==> config.mk <==
export PLATFORM = sky130hd
export DESIGN_NAME = pssm_cell
export DESIGN_NICKNAME = d
export VERILOG_FILES = /design/src/rtl/core/pssm_pkg.sv /design/src/rtl/core/pssm_cell.sv
export SDC_FILE = /design/constraint.sdc
export NUM_CORES = 1
export LEC_CHECK = 0
export BUFFER_PORTS_ARGS = -buffer_cell sky130_fd_sc_hd__buf_2
export CAP_MARGIN = 10
export CORE_MARGIN = 2
export CORE_UTILIZATION = 41
export DETAILED_ROUTE_END_ITERATION = 8
export HOLD_SLACK_MARGIN = 0.06
export SLEW_MARGIN = 10
export SYNTH_ARGS = -nofsm -noshare
export SYNTH_HDL_FRONTEND = slang
export SYNTH_SLANG_ARGS = --single-unit
==> constraint.sdc <==
create_clock -name clock -period 9 [get_ports clock]
set_clock_uncertainty 0.05 [all_clocks]
set_input_delay 1.35 -clock clock [delete_from_list [all_inputs] [get_ports clock]]
set_output_delay 1.35 -clock clock [all_outputs]
set_load 0.005 [all_outputs]
==> src/rtl/core/pssm_pkg.sv <==
`timescale 1ns / 1ps
package pssm_pkg;

   localparam logic [1:0] KIND_ADD     = 2'd0;
   localparam logic [1:0] KIND_REMOVE  = 2'd1;
   localparam logic [1:0] KIND_QUERY   = 2'd2;
   localparam logic [1:0] KIND_IGNORED = 2'd3;

   localparam logic [2:0] ST_ADDED      = 3'd0;
   localparam logic [2:0] ST_DUPLICATE  = 3'd1;
   localparam logic [2:0] ST_FULL       = 3'd2;
   localparam logic [2:0] ST_EMPTY      = 3'd3;
   localparam logic [2:0] ST_REMOVED    = 3'd4;
   localparam logic [2:0] ST_NOT_FOUND  = 3'd5;
   localparam logic [2:0] ST_QUERY_DONE = 3'd6;

   typedef struct packed {
      logic [1:0] kind;
      logic       has_byte;
      logic [7:0] data_byte;
      logic       last;
   } req_type;

   typedef struct packed {
      logic [2:0] status;
      logic       hit;
      logic [4:0] entry_count;
   } rsp_type;

   // command from the controller to every cell
   typedef struct packed {
      logic       query_byte;  // shift a query byte through match vectors
      logic       clear;       // end of string: drop partial state
      logic       compare;     // latch equality against incoming string
      logic       write;       // store incoming string into selected cell
      logic       remove;      // drop the selected cell
      logic [7:0] data_byte;
   } cell_cmd_type;

endpackage

==> src/rtl/core/pssm_cell.sv <==
`timescale 1ns / 1ps
module pssm_cell
   import pssm_pkg::*;
#(
   parameter int CAP = 31,
   parameter int LW  = 5
) (
   input  logic               clock,
   input  logic               reset,
   input  cell_cmd_type       cmd,
   input  logic               select,
   input  logic [CAP*8-1:0]   in_bytes,
   input  logic [LW-1:0]      in_length,
   // hit chain: or of this cell and all cells before it
   input  logic               hit_prev,
   output logic               hit_next,
   output logic               valid,
   output logic               equal
);

   logic [7:0]     pat_ff [CAP];
   logic [LW-1:0]  len_ff;
   logic           valid_ff;
   logic [CAP-1:0] pmv_ff;
   logic [CAP-1:0] pmv_in;
   logic           hit_ff;
   logic           hit_in;
   logic           eq_now;

   always_comb begin
      eq_now = valid_ff && (len_ff == in_length);
      for (int k = 0; k < CAP; k++) begin
         if (LW'(k) < in_length && pat_ff[k] != in_bytes[k*8 +: 8]) begin
            eq_now = 1'b0;
         end
      end
   end

   always_comb begin
      pmv_in = pmv_ff;
      hit_in = hit_ff;
      if (cmd.query_byte && valid_ff) begin
         for (int k = 0; k < CAP; k++) begin
            if (LW'(k) < len_ff) begin
               if (k == 0) begin
                  pmv_in[k] = (pat_ff[k] == cmd.data_byte);
               end else begin
                  pmv_in[k] = pmv_ff[k-1] && (pat_ff[k] == cmd.data_byte);
               end
            end
         end
         if (pmv_in[len_ff - LW'(1)]) begin
            hit_in = 1'b1;
         end
      end
      if (cmd.clear) begin
         pmv_in = '0;
         hit_in = 1'b0;
      end
   end

   always_ff @(posedge clock) begin
      if (reset) begin
         valid_ff <= 1'b0;
         len_ff   <= '0;
         pmv_ff   <= '0;
         hit_ff   <= 1'b0;
      end else begin
         pmv_ff <= pmv_in;
         hit_ff <= hit_in;
         if (cmd.write && select) begin
            valid_ff <= 1'b1;
            len_ff   <= in_length;
         end else if (cmd.remove && select) begin
            valid_ff <= 1'b0;
            len_ff   <= '0;
         end
      end
   end

   always_ff @(posedge clock) begin
      if (cmd.write && select) begin
         for (int k = 0; k < CAP; k++) begin
            pat_ff[k] <= in_bytes[k*8 +: 8];
         end
      end
   end

   assign hit_next = hit_prev | hit_ff;
   assign valid    = valid_ff;
   assign equal    = eq_now;

endmodule

## Word level (Yosys, flattened, before mapping)

Memory sizes are Yosys's and may differ from the RTL's.
Cells that the tools add are included.

- Flip-flop bits (word level): 38
- Bits in latches: 0
- RAM bits: 248
- Bits in read-only memories: 0
- Input port bits: 270
- Output and inout bits: 3
- Word-level logic and storage cells: 302
- Memories kept: 1

- $add $sub $neg: 1
- Multipliers: 0
- Divide/modulo/power cells: 0
- Magnitude comparators: 63
- Eq/ne operators: 63
- Shift operators: 0
- Mux-type cells: 101
- Bitwise gates (word level): 1
- Reduce and logical (&&, ||, !) cells: 68

Memories:

| memory | depth | bits a word | read ports | clocked after Yosys merged registers in | wr ports | line | RTL |
|---|---|---|---|---|---|---|---|
| pat_ff | 31 | 8 | 31 | 0 | 31 | pssm_cell.sv:21 | `logic [7:0] pat_ff [CAP];` |

Operator list:

| operator | number |
|---|---|
| == test 8 bit | 31 |
| != test 8 bit | 31 |
| < comparator 5 bit (first input constant) | 30 |
| 2-to-1 mux 1 bit | 98 |
| < comparator 4 x 5 -> 1 bit (first input constant) | 16 |
| logical AND 1 bit | 65 |
| < comparator 3 x 5 -> 1 bit (first input constant) | 8 |
| < comparator 1 x 5 -> 1 bit (first input constant) | 4 |
| < comparator 2 x 5 -> 1 bit (first input constant) | 4 |
| 2-to-1 mux 5 bit | 2 |
| < comparator 5 x 6 -> 1 bit (second input constant) | 1 |
| binary-select mux 1 bit (select 5 bit) | 1 |
| == test 5 bit | 1 |
| subtractor 5 x 1 -> 5 bit (second input constant) | 1 |
| AND reduction 2 bit | 1 |
| nonzero test 2 bit | 1 |
| OR reduction 2 bit | 1 |
| bitwise OR 1 bit | 1 |

## Longest topological paths before layout

- Depth in word-level cells: 33
- Gate-level depth with buffers: 10
- Mapped depth without buffers: 9

## Least setup slack after synthesis

No wires, ideal clock.

- Path kind: input -> register
- Start point: in select
- End point: reg len_ff[0]
- Library setup time: 0.092 ns
- Arrival: 9.213 ns
- Data required time: 8.858 ns
- Setup slack: -0.355 ns
- Stages: 4
- Path buffers: 1
- Path through: and2_1 > clkbuf_1 > a22oi_1 > nor2_1

- Word-level cells in the longest chain between the ends: 2
- Elaborated cells between the ends (all ways): 4
- Those cells by class: 1 x mux; 3 x reduce/logical

Ends and longest elaborated chain:

| element | line | RTL |
|---|---|---|
| start, declared | pssm_cell.sv:11 | `input logic select,` |
| logical AND 1 bit (on tied branches) | pssm_cell.sv:71, pssm_cell.sv:74 |  |
| 2-to-1 mux 5 bit / nonzero test 2 bit (equally long branches) | n/a |  |
| end signal, assigned | pssm_cell.sv:73 | `len_ff <= in_length;` |
| end, declared | pssm_cell.sv:22 | `logic [LW-1:0] len_ff;` |

Parallel ways exist; a longest one is shown, timed or not.
A chain may end at the register's enable or synchronous reset.

## Worst setup path after layout

- Start point: in in_bytes[46]
- End point: out equal

- Word-level cells in the longest chain between the ends: 28

Ends and longest elaborated chain:

| element | line | RTL |
|---|---|---|
| start, declared | pssm_cell.sv:12 | `input logic [CAP*8-1:0] in_bytes,` |
| != test 8 bit | pssm_cell.sv:33 | `if (LW'(k) < in_length && pat_ff[k] != in_bytes[k*8 +: 8]) begin` |
| logical AND 1 bit | pssm_cell.sv:33 |  |
| 2-to-1 mux 1 bit (26 in series) | pssm_cell.sv:33 |  |
| end, declared | pssm_cell.sv:18 | `output logic equal` |

No other way between the ends.

==> results.sh <==
export IMPL_status="complete, no violations"
export IMPL_cts_tree="yes"
export IMPL_hpwl_um=34600
export IMPL_clockBufferDepth=3
export IMPL_cts_buffers=35
export IMPL_dpl_worst_slack_ns=4.06
export IMPL_core_rowCount=72
export IMPL_clock_fmax_mhz=199
export IMPL_cts_root_buf="clkbuf_16"
export IMPL_synth_top_area_cell="edfxtp_1"
export IMPL_initial_core_util_pct=41.4
export IMPL_multiInputGateArea_mm2=0.00726
export IMPL_finalSetupViolations=0
export IMPL_overflow=0
export IMPL_wl_per_cell_um=22.7
export IMPL_yosys_top_cells_count="xnor2_1 (368), edfxtp_1 (248), xor2_1 (135)"
export IMPL_clk_pin_slew_worst_paths_ns=0.06
export IMPL_ys_types=62
export IMPL_critPathSlowestCell="a2111oi_2"
export IMPL_endpoint_kind="output port"
export IMPL_cts_hold_buf=0
export IMPL_ys_seq_area_share_pct=51.4
export IMPL_finalCritPeriodShare_pct=56.0
export IMPL_die_w_um=201
export IMPL_cp_data_arrival_time_ns=3.64
export IMPL_avgViaCountPerCell=5.37
export IMPL_cap_violations=0
export IMPL_synth_top_area_share_pct=46.6
export IMPL_syn_instance_count=1352
export IMPL_vias=11600
export IMPL_nets=1885
export IMPL_yosysMostFrequentCell="xnor2_1"
export IMPL_power_total_w=0.00356
export IMPL_post_cts_setup_buffers=0
export IMPL_clock_latency_ns=0.54
export IMPL_drt_first_pass_iters=5
export IMPL_worst_pin_slew_ns=0.962
export IMPL_setup_tns_final_ns=0
export IMPL_drc_errors=0
export IMPL_ir_drop_v=0.000137
export IMPL_cp_required_ns=7.60
export IMPL_final_design_area_no_fill_mm2=0.0189
export IMPL_avgSynthCellArea_um2=11.8
export IMPL_dieArea_mm2=0.0405
export IMPL_grtUsageTotal_pct=24.0
export IMPL_cp_start_kind="input port"
export IMPL_ys_warn_count=0
export IMPL_hold_slack_ns=0.430
export IMPL_drt_total_wl_um=49100
export IMPL_synthArstFlopShare_pct=0
export IMPL_pin_count=273
export IMPL_clock_sinks=286
export IMPL_slew_headroom_pct=35.9
export IMPL_postCtsResizedCells=0
export IMPL_first_global_vias=11900
export IMPL_cts_htree_levels=2
export IMPL_rsz0062_at_grt="no"
export IMPL_ys_ff_latch=286
export IMPL_crit_family="compound AO/OA/AOI/OAI gates"
export IMPL_syn_area_mm2=0.0160
export IMPL_antenna_found_initial=8
export IMPL_hp_class="reg -> reg"
export IMPL_timing_final_crit_period_ns=5.04
export IMPL_worst_slack_ns=3.96
export IMPL_synth_edf_count=248
export IMPL_critPathMaxStageDelay_ns=0.58
export IMPL_worstPathCellList="buf_2, xnor2_1, nand4_1, nor2_1, o2111ai_1, a311oi_1, nand4_1, a2111oi_2, buf_2"
export IMPL_die_h_um=201
export IMPL_powerDensity_mw_per_mm2=189
export IMPL_crit_fanout=2
export IMPL_io_buffers=271
export IMPL_synth_ff_type="edfxtp_1"
export IMPL_drtAntennaViolNets=0
export IMPL_total_leakage_power_nw=6.30
export IMPL_fill_cells=3629
export IMPL_grt_pass1_wl_um=72700
export IMPL_grt_max_degree=70
export IMPL_place_gp_congestion=0.899
export IMPL_regArea_mm2=0.00821
export IMPL_hold_viol=0
export IMPL_netlist_top_cells_area="edfxtp_1 (47%), xnor2_1 (20%), xor2_1 (7.4%)"
export IMPL_placed_area_mm2=0.0177
export IMPL_syn_num_nets=1624
export IMPL_syn_to_final_growth_pct=18.1
export IMPL_critPathBufInv=2
export IMPL_drive_gt1_share_pct=21.2
export IMPL_core_mm2=0.0386
export IMPL_crit_type="in -> out"
export IMPL_finalMaxSlewViolations=0
export IMPL_drtIter0Drc=769
[worst paths after layout]
path / from / to / slack, ns / depth (start not counted)
max: in_bytes[46] / equal / 3.96 / 9
min: pmv_ff[30] / pmv_ff[30] / 0.43 / 2
max reg2reg: len_ff[0] / hit_ff / 5.73 / 7
min reg2reg: pmv_ff[30] / pmv_ff[30] / 0.43 / 2
[stage by stage]
stage	util [%]	std cells
finish	48.9	2162
global route	48.9	2158
CTS	48.9	2156
detailed placement	45.8	2094
global placement	45.8	2094
floorplan	-	1352
[placed cells by master (no fill, tap or decap), drive strengths merged, types with 8 or more instances in the layout]
cell type and n:
xnor2 368, buf 289, edfxtp 248, xor2 135, nand4 77, nand2 56, clkbuf 51, nor4 50
nor2 46, a21oi 43, o21ai 42, dfxtp 38, nand3 28, inv 14, nor3 12, a22oi 9
and2 9, a211oi 8
[worst min-delay path: stages, from the launching register on]
cell and delay [ns]:
dfxtp_1 0.31, o21ai_0 0.07, a21oi_1 0.06
[final cells by class]
type | instances | share of cell area, %
Clock buffer | 51 | 5.35
Antenna cell | 6 | 0.0796
Inverter | 15 | 0.299
Sequential cell | 286 | 43.5
Timing Repair Buffer | 289 | 7.91
Clock inverter | 11 | 0.915
Tap cell | 518 | 3.44
Multi-Input combinational cell | 986 | 38.5
[kinds of logic (layout without fill, tap and decap cells)]
group           Yosys count  after routing  synth area share (%)
simple gates            309            309                  10.5
fa+ha+maj                 3              3                 0.219
mux                       3              3                 0.188
flops                   286            286                  51.4
other cells               0              6                     0
compound gates          168            168                  6.95
xor+xnor                503            503                  27.6
buf+inv                  80            366                  3.13
[power by group]
group,switching (W),total (W),leakage (nW),internal [W]
Clock,0.000555,0.00147,0.571,0.000917
Sequential,0.0000676,0.00160,2.63,0.00153
Combinational,0.000261,0.000482,3.09,0.000221
[registers in the layout (all words and copies together), names as in the netlist]
| signal | count |
|---|---|
| pmv_ff | 31 |
| len_ff | 5 |
| hit_ff | 1 |
| valid | 1 |
| pat_ff | 248 |
[layer usage]
layer  global-route usage [%]  routed length, um  up-vias
li1                         -                  -     5417
met4                     8.95               1570        6
met5                        0                 33        -
met1                     30.9              20700     5687
met2                     39.4              23200      405
met3                     5.52               3470      100
Power figures use the tool's default switching activity.
